[config.mk]
export PLATFORM = sky130hd
export DESIGN_NAME = spsm_ctrl
export DESIGN_NICKNAME = d
export VERILOG_FILES = /design/src/design/spsm_pkg.sv /design/src/design/spsm_ctrl.sv
export SDC_FILE = /design/constraint.sdc
export NUM_CORES = 1
export LEC_CHECK = 0
export CORE_MARGIN = 3
export CORE_UTILIZATION = 44
export CTS_CLUSTER_SIZE = 25
export DETAILED_ROUTE_END_ITERATION = 12
export DONT_BUFFER_PORTS = 1
export HOLD_SLACK_MARGIN = 0.02
export PLACE_DENSITY = 0.71
export SYNTH_ARGS = -nofsm -noshare
export SYNTH_HDL_FRONTEND = slang
export SYNTH_SLANG_ARGS = --single-unit
[constraint.sdc]
create_clock -name i_clk -period 3.03 [get_ports i_clk]
set_input_delay 0.1515 -clock i_clk [delete_from_list [all_inputs] [get_ports i_clk]]
set_output_delay 0.1515 -clock i_clk [all_outputs]
set_load 0.02 [all_outputs]
[src/design/spsm_pkg.sv]
// Shared types, codes and field widths of the slotted page space manager.
`timescale 1ns / 1ps

package spsm_pkg;

    // Field widths of the request and result items.
    localparam int OP_W      = 2;
    localparam int SIZE_W    = 13;
    localparam int SLOTNUM_W = 10;
    localparam int FLAGS_W   = 8;
    localparam int STATUS_W  = 2;
    localparam int MARK_W    = 14;

    // Depth of the slot table; slot numbers are SLOTNUM_W bits wide.
    localparam int MAX_SLOTS = 512;

    // Configuration port.
    localparam int CFG_IDX_W  = 1;
    localparam int CFG_DATA_W = 13;
    localparam logic [CFG_IDX_W-1:0] CFG_SHUFFLE = 1'd0;
    localparam logic [CFG_IDX_W-1:0] CFG_SPECIAL = 1'd1;

    // Operation codes.
    localparam logic [OP_W-1:0] OP_INIT   = 2'd0;
    localparam logic [OP_W-1:0] OP_ADD    = 2'd1;
    localparam logic [OP_W-1:0] OP_REMOVE = 2'd2;

    // Status codes.
    localparam logic [STATUS_W-1:0] ST_OK        = 2'd0;
    localparam logic [STATUS_W-1:0] ST_NO_SPACE  = 2'd1;
    localparam logic [STATUS_W-1:0] ST_IN_USE    = 2'd2;
    localparam logic [STATUS_W-1:0] ST_BAD_SLOT  = 2'd3;

    // Datapath actions issued by the controller.
    localparam int ACT_W = 5;
    localparam logic [ACT_W-1:0] A_NONE       = 5'd0;
    localparam logic [ACT_W-1:0] A_ACCEPT     = 5'd1;
    localparam logic [ACT_W-1:0] A_INIT       = 5'd2;
    localparam logic [ACT_W-1:0] A_ADD_DECODE = 5'd3;
    localparam logic [ACT_W-1:0] A_RD_IDX     = 5'd4;
    localparam logic [ACT_W-1:0] A_CHK_TAKEN  = 5'd5;
    localparam logic [ACT_W-1:0] A_SCAN_RD    = 5'd6;
    localparam logic [ACT_W-1:0] A_FREE_EV    = 5'd7;
    localparam logic [ACT_W-1:0] A_ALIGN_ADD  = 5'd8;
    localparam logic [ACT_W-1:0] A_SPACE_CHK  = 5'd9;
    localparam logic [ACT_W-1:0] A_SHF_RD     = 5'd10;
    localparam logic [ACT_W-1:0] A_SHF_WR     = 5'd11;
    localparam logic [ACT_W-1:0] A_PLACE_NEW  = 5'd12;
    localparam logic [ACT_W-1:0] A_RM_CHK     = 5'd13;
    localparam logic [ACT_W-1:0] A_RM_CLR     = 5'd14;
    localparam logic [ACT_W-1:0] A_CLEAN_EV   = 5'd15;
    localparam logic [ACT_W-1:0] A_SEL_START  = 5'd16;
    localparam logic [ACT_W-1:0] A_SEL_EV     = 5'd17;
    localparam logic [ACT_W-1:0] A_ALIGN_BEST = 5'd18;
    localparam logic [ACT_W-1:0] A_PLACE_BEST = 5'd19;
    localparam logic [ACT_W-1:0] A_PTR_CLR    = 5'd20;
    localparam logic [ACT_W-1:0] A_COPY_EV    = 5'd21;
    localparam logic [ACT_W-1:0] A_FINISH_RM  = 5'd22;
    localparam logic [ACT_W-1:0] A_RESPOND    = 5'd23;

    // One request item.
    typedef struct packed {
        logic [OP_W-1:0]      op;
        logic [SIZE_W-1:0]    item_size;
        logic [SLOTNUM_W-1:0] slot_number;
        logic [FLAGS_W-1:0]   item_flags;
    } t_in_req;

    // One result item.
    typedef struct packed {
        logic [STATUS_W-1:0]  status;
        logic [SLOTNUM_W-1:0] slot_assigned;
        logic [MARK_W-1:0]    item_offset;
        logic [MARK_W-1:0]    free_bytes;
    } t_out_res;

    // One line pointer in the slot table.
    typedef struct packed {
        logic [MARK_W-1:0]  off;
        logic [MARK_W-1:0]  len;
        logic [FLAGS_W-1:0] flags;
    } t_entry;

    // Controller to datapath.
    typedef struct packed {
        logic [ACT_W-1:0] action;
    } t_cmd;

    // Datapath to controller.
    typedef struct packed {
        logic [OP_W-1:0] op;
        logic            err;
        logic            need_chk;
        logic            free_scan;
        logic            ptr_done;
        logic            found;
        logic            shuf;
        logic            shf_done;
        logic            out_free;
    } t_stat;

endpackage

[src/design/spsm_ctrl.sv]
// Controller state machine that sequences every request through the datapath.
`timescale 1ns / 1ps

module spsm_ctrl (
    input  logic            i_clk,
    input  logic            i_rst_n,
    input  logic            i_in_valid,
    output logic            o_in_stall,
    input  spsm_pkg::t_stat i_stat,
    output spsm_pkg::t_cmd  o_cmd
);

    localparam logic [4:0] S_IDLE      = 5'd0;
    localparam logic [4:0] S_DISPATCH  = 5'd1;
    localparam logic [4:0] S_ADD_BR    = 5'd2;
    localparam logic [4:0] S_TAKEN     = 5'd3;
    localparam logic [4:0] S_TAKEN_BR  = 5'd4;
    localparam logic [4:0] S_FREE_RD   = 5'd5;
    localparam logic [4:0] S_FREE_EV   = 5'd6;
    localparam logic [4:0] S_ALIGN     = 5'd7;
    localparam logic [4:0] S_SPACE     = 5'd8;
    localparam logic [4:0] S_SPACE_BR  = 5'd9;
    localparam logic [4:0] S_SHF_CHK   = 5'd10;
    localparam logic [4:0] S_SHF_WR    = 5'd11;
    localparam logic [4:0] S_PLACE     = 5'd12;
    localparam logic [4:0] S_RM_BR     = 5'd13;
    localparam logic [4:0] S_RM_CLR    = 5'd14;
    localparam logic [4:0] S_CLN_RD    = 5'd15;
    localparam logic [4:0] S_CLN_EV    = 5'd16;
    localparam logic [4:0] S_SEL_RD    = 5'd17;
    localparam logic [4:0] S_SEL_EV    = 5'd18;
    localparam logic [4:0] S_SEL_ALN   = 5'd19;
    localparam logic [4:0] S_SEL_PLACE = 5'd20;
    localparam logic [4:0] S_CPY_RD    = 5'd21;
    localparam logic [4:0] S_CPY_EV    = 5'd22;
    localparam logic [4:0] S_RESP      = 5'd23;

    logic [4:0]                   r_state;
    logic [4:0]                   n_state;
    logic [spsm_pkg::ACT_W-1:0]   w_action;

    // Next state and the action for the datapath in this cycle.
    always_comb begin
        n_state  = r_state;
        w_action = spsm_pkg::A_NONE;
        case (r_state)
            S_IDLE: begin
                if (i_in_valid) begin
                    w_action = spsm_pkg::A_ACCEPT;
                    n_state  = S_DISPATCH;
                end
            end
            S_DISPATCH: begin
                case (i_stat.op)
                    spsm_pkg::OP_INIT: begin
                        w_action = spsm_pkg::A_INIT;
                        n_state  = S_RESP;
                    end
                    spsm_pkg::OP_ADD: begin
                        w_action = spsm_pkg::A_ADD_DECODE;
                        n_state  = S_ADD_BR;
                    end
                    spsm_pkg::OP_REMOVE: begin
                        w_action = spsm_pkg::A_RM_CHK;
                        n_state  = S_RM_BR;
                    end
                    default: begin
                        n_state = S_RESP;
                    end
                endcase
            end
            S_ADD_BR: begin
                if (i_stat.err) begin
                    n_state = S_RESP;
                end else if (i_stat.need_chk) begin
                    w_action = spsm_pkg::A_RD_IDX;
                    n_state  = S_TAKEN;
                end else if (i_stat.free_scan) begin
                    n_state = S_FREE_RD;
                end else begin
                    n_state = S_ALIGN;
                end
            end
            S_TAKEN: begin
                w_action = spsm_pkg::A_CHK_TAKEN;
                n_state  = S_TAKEN_BR;
            end
            S_TAKEN_BR: begin
                n_state = i_stat.err ? S_RESP : S_ALIGN;
            end
            S_FREE_RD: begin
                if (i_stat.found || i_stat.ptr_done) begin
                    n_state = S_ALIGN;
                end else begin
                    w_action = spsm_pkg::A_SCAN_RD;
                    n_state  = S_FREE_EV;
                end
            end
            S_FREE_EV: begin
                w_action = spsm_pkg::A_FREE_EV;
                n_state  = S_FREE_RD;
            end
            S_ALIGN: begin
                w_action = spsm_pkg::A_ALIGN_ADD;
                n_state  = S_SPACE;
            end
            S_SPACE: begin
                w_action = spsm_pkg::A_SPACE_CHK;
                n_state  = S_SPACE_BR;
            end
            S_SPACE_BR: begin
                if (i_stat.err) begin
                    n_state = S_RESP;
                end else if (i_stat.shuf) begin
                    n_state = S_SHF_CHK;
                end else begin
                    n_state = S_PLACE;
                end
            end
            S_SHF_CHK: begin
                if (i_stat.shf_done) begin
                    n_state = S_PLACE;
                end else begin
                    w_action = spsm_pkg::A_SHF_RD;
                    n_state  = S_SHF_WR;
                end
            end
            S_SHF_WR: begin
                w_action = spsm_pkg::A_SHF_WR;
                n_state  = S_SHF_CHK;
            end
            S_PLACE: begin
                w_action = spsm_pkg::A_PLACE_NEW;
                n_state  = S_RESP;
            end
            S_RM_BR: begin
                if (i_stat.err) begin
                    n_state = S_RESP;
                end else begin
                    w_action = spsm_pkg::A_RD_IDX;
                    n_state  = S_RM_CLR;
                end
            end
            S_RM_CLR: begin
                w_action = spsm_pkg::A_RM_CLR;
                n_state  = S_CLN_RD;
            end
            S_CLN_RD: begin
                if (i_stat.ptr_done) begin
                    w_action = spsm_pkg::A_SEL_START;
                    n_state  = S_SEL_RD;
                end else begin
                    w_action = spsm_pkg::A_SCAN_RD;
                    n_state  = S_CLN_EV;
                end
            end
            S_CLN_EV: begin
                w_action = spsm_pkg::A_CLEAN_EV;
                n_state  = S_CLN_RD;
            end
            S_SEL_RD: begin
                if (i_stat.ptr_done && i_stat.found) begin
                    n_state = S_SEL_ALN;
                end else if (i_stat.ptr_done) begin
                    w_action = spsm_pkg::A_PTR_CLR;
                    n_state  = S_CPY_RD;
                end else begin
                    w_action = spsm_pkg::A_SCAN_RD;
                    n_state  = S_SEL_EV;
                end
            end
            S_SEL_EV: begin
                w_action = spsm_pkg::A_SEL_EV;
                n_state  = S_SEL_RD;
            end
            S_SEL_ALN: begin
                w_action = spsm_pkg::A_ALIGN_BEST;
                n_state  = S_SEL_PLACE;
            end
            S_SEL_PLACE: begin
                w_action = spsm_pkg::A_PLACE_BEST;
                n_state  = S_SEL_RD;
            end
            S_CPY_RD: begin
                if (i_stat.ptr_done) begin
                    w_action = spsm_pkg::A_FINISH_RM;
                    n_state  = S_RESP;
                end else begin
                    w_action = spsm_pkg::A_SCAN_RD;
                    n_state  = S_CPY_EV;
                end
            end
            S_CPY_EV: begin
                w_action = spsm_pkg::A_COPY_EV;
                n_state  = S_CPY_RD;
            end
            S_RESP: begin
                if (i_stat.out_free) begin
                    w_action = spsm_pkg::A_RESPOND;
                    n_state  = S_IDLE;
                end
            end
            default: begin
                n_state = S_IDLE;
            end
        endcase
    end

    // State register.
    always_ff @(posedge i_clk) begin
        if (!i_rst_n) begin
            r_state <= S_IDLE;
        end else begin
            r_state <= n_state;
        end
    end

    assign o_in_stall    = (r_state != S_IDLE);
    assign o_cmd.action  = w_action;

endmodule

==> results of run 1 <==
stage by stage:
step	hold WS (ns)	setup slack, ns	power, mW	cells	instance area, um2
3_5_place_dp	0.278	0.899	1.06	191	1100
6_report	0.0317	0.602	1.16	195	1130
4_1_cts	0.0258	0.635	1.14	195	1130
2_1_floorplan	0.269	1.38	0.950	173	1140
5_1_grt	0.0225	0.469	1.26	195	1130
3_3_place_gp	0.278	0.859	1.05	191	1100
Yosys cell counts, types with 3 or more instances:
cell type  number
a32oi_1         5
dfxtp_1         5
buf_4           5
ha_1            6
nor2_1         15
nor3_1          6
o21ai_0        15
a21oi_1        10
nand2_1        16
and3_1          4
buf_2           6
o21ai_1         8
o211ai_1        5
a31oi_1         4
buf_6           4
nand3_1        10
inv_1           8
a221oi_1        3
metal layers:
metal / vias up / GRT usage / wire length (um)
li1: 638 / - / -
met3: 3 / 0.0475 / 327
met5: - / 0 / 0
met2: 79 / 0.315 / 1650
met1: 637 / 0.285 / 1370
met4: 0 / 0.0265 / 21
report_power, final:
| group | leakage [nW] | internal, mW | switching [mW] |
|---|---|---|---|
| combinational | 0.367 | 0.322 | 0.537 |
| clock | 0.0150 | 0.0499 | 0.0284 |
| sequential | 0.0415 | 0.0946 | 0.131 |
critical path, delay by kind of cell, from the launching register on:
family          cells  cell delay [ns]
compound gates      2             0.68
flops               1             1.04
simple gates        1             0.30
final cells by class:
cell class	count	share of cell area
Clock buffer	4	0.0232
Inverter	10	0.0332
Multi-Input combinational cell	143	0.791
Sequential cell	5	0.0885
Tap cell	28	0.0310
Timing Repair Buffer	5	0.0332
cells by family after synthesis:
group	after synthesis	synth area share
AO/OA/AOI/OAI	69	0.408
XOR/XNOR	2	0.0153
adder cells (fa/ha/maj)	6	0.0656
buffers and inverters	25	0.131
flip-flops	5	0.0874
AND/OR/NAND/NOR	66	0.293
how the worst max path moves through the flow:
stage                    start    endpoint  slack [ns]
floorplan           r_state[1]    o_cmd[2]        1.38
global placement    r_state[1]  r_state[4]        0.86
detailed placement  r_state[4]    o_cmd[2]        0.90
CTS                 r_state[4]    o_cmd[2]        0.63
global route        r_state[4]    o_cmd[2]        0.47
finish              r_state[4]    o_cmd[2]        0.60
==> impl_results.md, run 1 <==
- RSZ-0062 raised after global routing: no
- Syn avg cell area: roughly 6.6 um2
- Peak VDD IR: about 550 uV
- Antenna violations before repair: 0
- Total number of vias: 1,357
- Net count reported at finish: approximately 190
- Clock Tree Root: clkbuf_4
- CP startpoint kind: register
- Reg2reg start: r_state[1]
- Drt total wl: between 3000 and 4000 um
- Cell accounting for the most synthesized area: dfxtp_1
- Most common cell after layout, fill and taps aside: nand2_1
- Top reg by flops: r_state
- Slew HR: 0.265
- Max stage delay cell, worst path: dfxtp_1
- Skew final: about 0.0014 ns
- CTS Hold Buffers Added: 0
- Main synth FF type: dfxtp_1
- Vias in the first global route: between 1,000 and 1,500
- Synth cell types: 46
- CP Capture Type: primary output
- CP Data Required Time: approximately 2.9 ns
- Area Overhead vs Synth: -1.20%
- CTS tree: done
- Crit share post-route: 0.801
- Syn_nets: roughly 190
- Die Y: 57.0 um
- Via density: between 6 and 7
- Cell count of the worst reg-to-reg path: 5
- Post-CTS Setup Inserts: 0
- H-tree Lvls: 1
- Fillers: between 200 and 300
- Max stage delay on crit path: about 1.0 ns
- Fin Setup TNS: 0 ns
- Max Cap Viol: 0
- Hold path cells: 1
- GP Congestion: between 0.9 and 1
- Total GRT Usage: 0.200
- Largest net degree at the start of global routing: 35
- Fmax achieved: slightly above 0.4 GHz
- Core ar.: between 0.002 and 0.0025 mm2
- Post-synth EDFFs: 0
- Cell Pwr Density: 1030 mW/mm2
- Multi-input logic area: around 900 um2
- Port buffer count: 0
- DRC: 0
- Worst-skew pair later-pin latency: between 0.2 and 0.25 ns
- Gate count after technology mapping: 173
- Worst r2r dst: r_state[4]
- Reg area: 100 um2
- Final hold violations: 0
- Die area: ~0.0033 mm2
- Post-CTS sizing: 0
- Antenna-violating nets left: 0
- Share of the synthesized area in the top cell type: 0.0874
- Crit Path Max Fanout: 34
- Hold_sp: i_rst_n
- Sequential share of the synthesized area: 0.0874
- Cell Rows: 17
- Max reg flops: 5
- DR pass1 iterations: 4
- Hpwl dp: 2500 um
- Final setup fails: 0
- Ranking of synthesized cells by area: dfxtp_1 8.7%, ha_1 6.6%, o21ai_0 6.6%
- Worst-path cell chain: nand2_1, o22a_1, o211ai_1
- Hold endpoint: r_state[3]
- Post-Syn Area: between 0.001 and 0.0015 mm2
- Routed wire per std cell: between 15 and 20 um
- Initial Util: 0.489
- CP Class: reg2out
- CP Data Arrival Time: roughly 2.3 ns
- I/O pin count: 19
- Final Max Slew Viols: 0
- TritonCTS Sinks: 5
- #FFs+latches synth: 5
- Clock-pin slew on the worst setup and hold paths: roughly 0.040 ns
- Worst-margin pin slew: approximately 1.1 ns
- Outcome: finished clean
- Share of cells above drive strength 1: 0.0778
- Static Leakage: approximately 0.42 nW
- Cts bufs inserted: 3
- Top Registers: r_state (5)
- Final core area utilization: 0.483
- First-pass GRT wire length: roughly 5400 um
- Initial DRC count: 94
- Worst hold path type: in2reg
- Grt total ovfl: 0
- Longest Clk Path Bufs: 2
- Warnings from Yosys: 0
- Period minus WS final: 2.43 ns
- Async set-reset flop share out of synthesis: 0
- Die X: about 57 um
- Diode count: 0
- Most frequent cells in the layout: 16 x nand2_1, 15 x nor2_1, 15 x o21ai_0
- Setup slack, reg-to-reg: ~0.84 ns
No activity file was read; power rests on OpenSTA's default activity.
==> run 2, diff against run 1 <==
--- a/config.mk
+++ b/config.mk
@@ -11,7 +11,7 @@
 export DETAILED_ROUTE_END_ITERATION = 12
 export DONT_BUFFER_PORTS = 1
 export HOLD_SLACK_MARGIN = 0.02
-export PLACE_DENSITY = 0.71
+export PLACE_DENSITY = 0.73
 export SYNTH_ARGS = -nofsm -noshare
 export SYNTH_HDL_FRONTEND = slang
 export SYNTH_SLANG_ARGS = --single-unit
==> constraint.sdc (replaced) <==
create_clock -name i_clk -period 2 [get_ports i_clk]
set_input_delay 0.1 -clock i_clk [delete_from_list [all_inputs] [get_ports i_clk]]
set_output_delay 0.1 -clock i_clk [all_outputs]
set_load 0.02 [all_outputs]
==> impl_results.md, run 2 (synthesis results as in run 1) <==
- Outcome: finished clean
- M2 GR Usage: 0.357 (+0.0424)
- CP dominant cell by count: buf_4
- Most frequent cells in the layout: 22 x buf_4, 16 x nand2_1, 15 x nor2_1, 15 x o21ai_0
- Top Registers: r_state (5)
- Total GRT Usage: 0.234 (+0.0335)
- Worst-margin pin slew: 0.393 ns (-0.708 ns)
- TritonCTS Sinks: 5 (unchanged)
- Clock Tree Root: clkbuf_4
- Post-route total power: 2.08 mW (+79%)
- GR Util met3: 0.0566 (+0.00905)
- Die area: 0.00325 mm2 (unchanged)
- Clock share of power: 0.057 (-0.010)
- GR Layer Usage met1: 0.310 (+0.0249)
- Sw frac: 0.547 (-0.0520)
- Cell Pwr Density: 1600 mW/mm2 (+56%)
- Vias in the first global route: 1,373 (+21%)
- Fin cells: 213 (+9.2%)
- Largest net degree at the start of global routing: 21 (-40%)
- Post-CTS Setup Inserts: 0 (unchanged)
- Die X: 57.0 um (unchanged)
- Grt total ovfl: 0 (unchanged)
- Longest Clk Path Bufs: 2 (unchanged)
- CP Capture Type: primary output
- Max Cap Viol: 0 (unchanged)
- Static Leakage: 0.515 nW (+22%)
- Share of cells above drive strength 1: 0.195 (+0.117)
- Hpwl dp: 2750 um (+10%)
- Net count reported at finish: 205 (+9.6%)
- Max reg flops: 5 (unchanged)
- Fmax achieved: 0.532 GHz
- Max stage delay cell, worst path: dfxtp_4
- CTS tree: done
- Clock-pin slew on the worst setup and hold paths: 0.04 ns (about the same)
- Total number of vias: 1,458 (+7.4%)
- Max stage delay on crit path: 0.40 ns (-0.64 ns)
- Fillers: 238 (-5.2%)
- CP startpoint kind: register
- DRC: 0 (unchanged)
- Die Y: 57.0 um (unchanged)
- Final worst slack: 0.122 ns (-0.480 ns)
- Slew HR: 0.736 (+0.471)
- Final core area utilization: 0.556 (+0.0722)
- Final Max Slew Viols: 0 (unchanged)
- Crit Path Max Fanout: 19 (-44%)
- Worst-skew pair later-pin latency: 0.24 ns (about the same)
- Initial DRC count: 97 (+3.2%)
- Cell Rows: 17 (unchanged)
- CP Data Required Time: 1.90 ns (-0.98 ns)
- Skew final: 0.00540 ns (+0.00405 ns)
- Antenna-violating nets left: 0 (unchanged)
- Worst-path cell chain: buf_4, nor4_4, a221oi_1, o22a_1, o211ai_1, buf_4
- First-pass GRT wire length: 6240 um (+16%)
- Combinational Power Share: 0.789 (+0.051)
- NetSw: 1.14 mW (+63%)
- Crit share post-route: 0.939
- Sequential Power Share: 0.154 (-0.040)
- GP Congestion: 0.993 (+5.7%)
- Top reg by flops: r_state
- Final hold violations: 0 (unchanged)
- Final setup fails: 0 (unchanged)
- Internal power: 0.941 mW (+100%)
- Period minus WS final: roughly 1.9 ns
- Gr busiest metal: met2
- CP Class: reg2out
- Most common cell after layout, fill and taps aside: buf_4
- Area Overhead vs Synth: 13.6%
- Peak VDD IR: 967 uV (+75%)
- Core ar.: 0.00234 mm2 (unchanged)
- H-tree Lvls: 1 (unchanged)
- I/O pin count: 19 (unchanged)
- Setup Slack @ Placement: 0.111 ns (-0.789 ns)
- Port buffer count: 0 (unchanged)
- CP Data Arrival Time: 1.78 ns (-0.50 ns)
- DR pass1 iterations: 4 (unchanged)
- Via density: 6.85 (-1.6%)
- Initial Util: 0.489 (unchanged)
- Diode count: 0 (unchanged)
- Drt total wl: 3740 um (+11%)
- Worst hold path type: in2reg
- Antenna violations before repair: 0 (unchanged)
- Cts bufs inserted: 3 (unchanged)
- DP Cell Count: 208 (+8.9%)
- Routed wire per std cell: 17.6 um (+1.8%)
- Fin Setup TNS: 0 ns (unchanged)
==> run 2: cell count changes in the layout (fill, tap and decap cells not counted) <==
cell	change
a2bb2oi_2	+1
dfxtp_2	+2
nor4_4	+1
a2bb2oi_1	-1
dfxtp_1	-4
buf_4	+17
dfxtp_4	+2
nor4_1	-1
dlygate4sd3_1	+1
==> run 2: metal layers <==
metal  vias to the layer above  share of wire
met3                        16           0.12
met5                         -              0
li1                        678              -
met2                       119           0.45
met4                         0          0.030
met1                       645           0.40
==> run 2: path summary, 6_finish.rpt <==
path / from / end / slack (ns) / cells after the start
max reg2reg: r_state[4] / r_state[0] / 0.29 / 6
min reg2reg: r_state[0] / r_state[4] / 0.76 / 2
max: r_state[1] / o_cmd[2] / 0.12 / 6
min: i_stat[7] / r_state[1] / 0.13 / 3
==> run 2: what timing repair did <==
action	4_1_cts	5_1_grt
hold endpoints to repair	5	0
resized for setup	4	5
endpoints found under the setup margin	4	3
hold buffers	1	0
==> run 2: cell type report <==
cell class	count	area, um2	area share
Clock buffer	4	26.3	0.0202
Inverter	10	37.5	0.0289
Multi-Input combinational cell	143	916	0.705
Sequential cell	5	110	0.0847
Tap cell	28	35.0	0.0269
Timing Repair Buffer	23	175	0.135
==> run 2: power by group through the flow <==
stage | combinational, mW | clock (mW) | sequential [mW]
2_1_floorplan | 1.27 | 0 | 0.164
3_3_place_gp | 1.57 | 0 | 0.298
3_5_place_dp | 1.58 | 0 | 0.298
4_1_cts | 1.59 | 0.119 | 0.306
5_1_grt | 1.79 | 0.133 | 0.336
6_report | 1.64 | 0.118 | 0.319
==> run 2: critical path: cells and delay by family (launching register included) <==
family | cells | cell delay, ns
AOI/OAI and AO/OA | 3 | 0.44
DFF | 1 | 0.40
buffers and inverters | 2 | 0.38
and+or+nand+nor | 1 | 0.31
==> run 2: through the flow <==
step           cell area, um2  hold WS [ns]
2_1_floorplan            1140         0.218
3_3_place_gp             1230         0.225
3_5_place_dp             1230         0.232
4_1_cts                  1270         0.131
5_1_grt                  1300         0.161
6_report                 1300         0.132
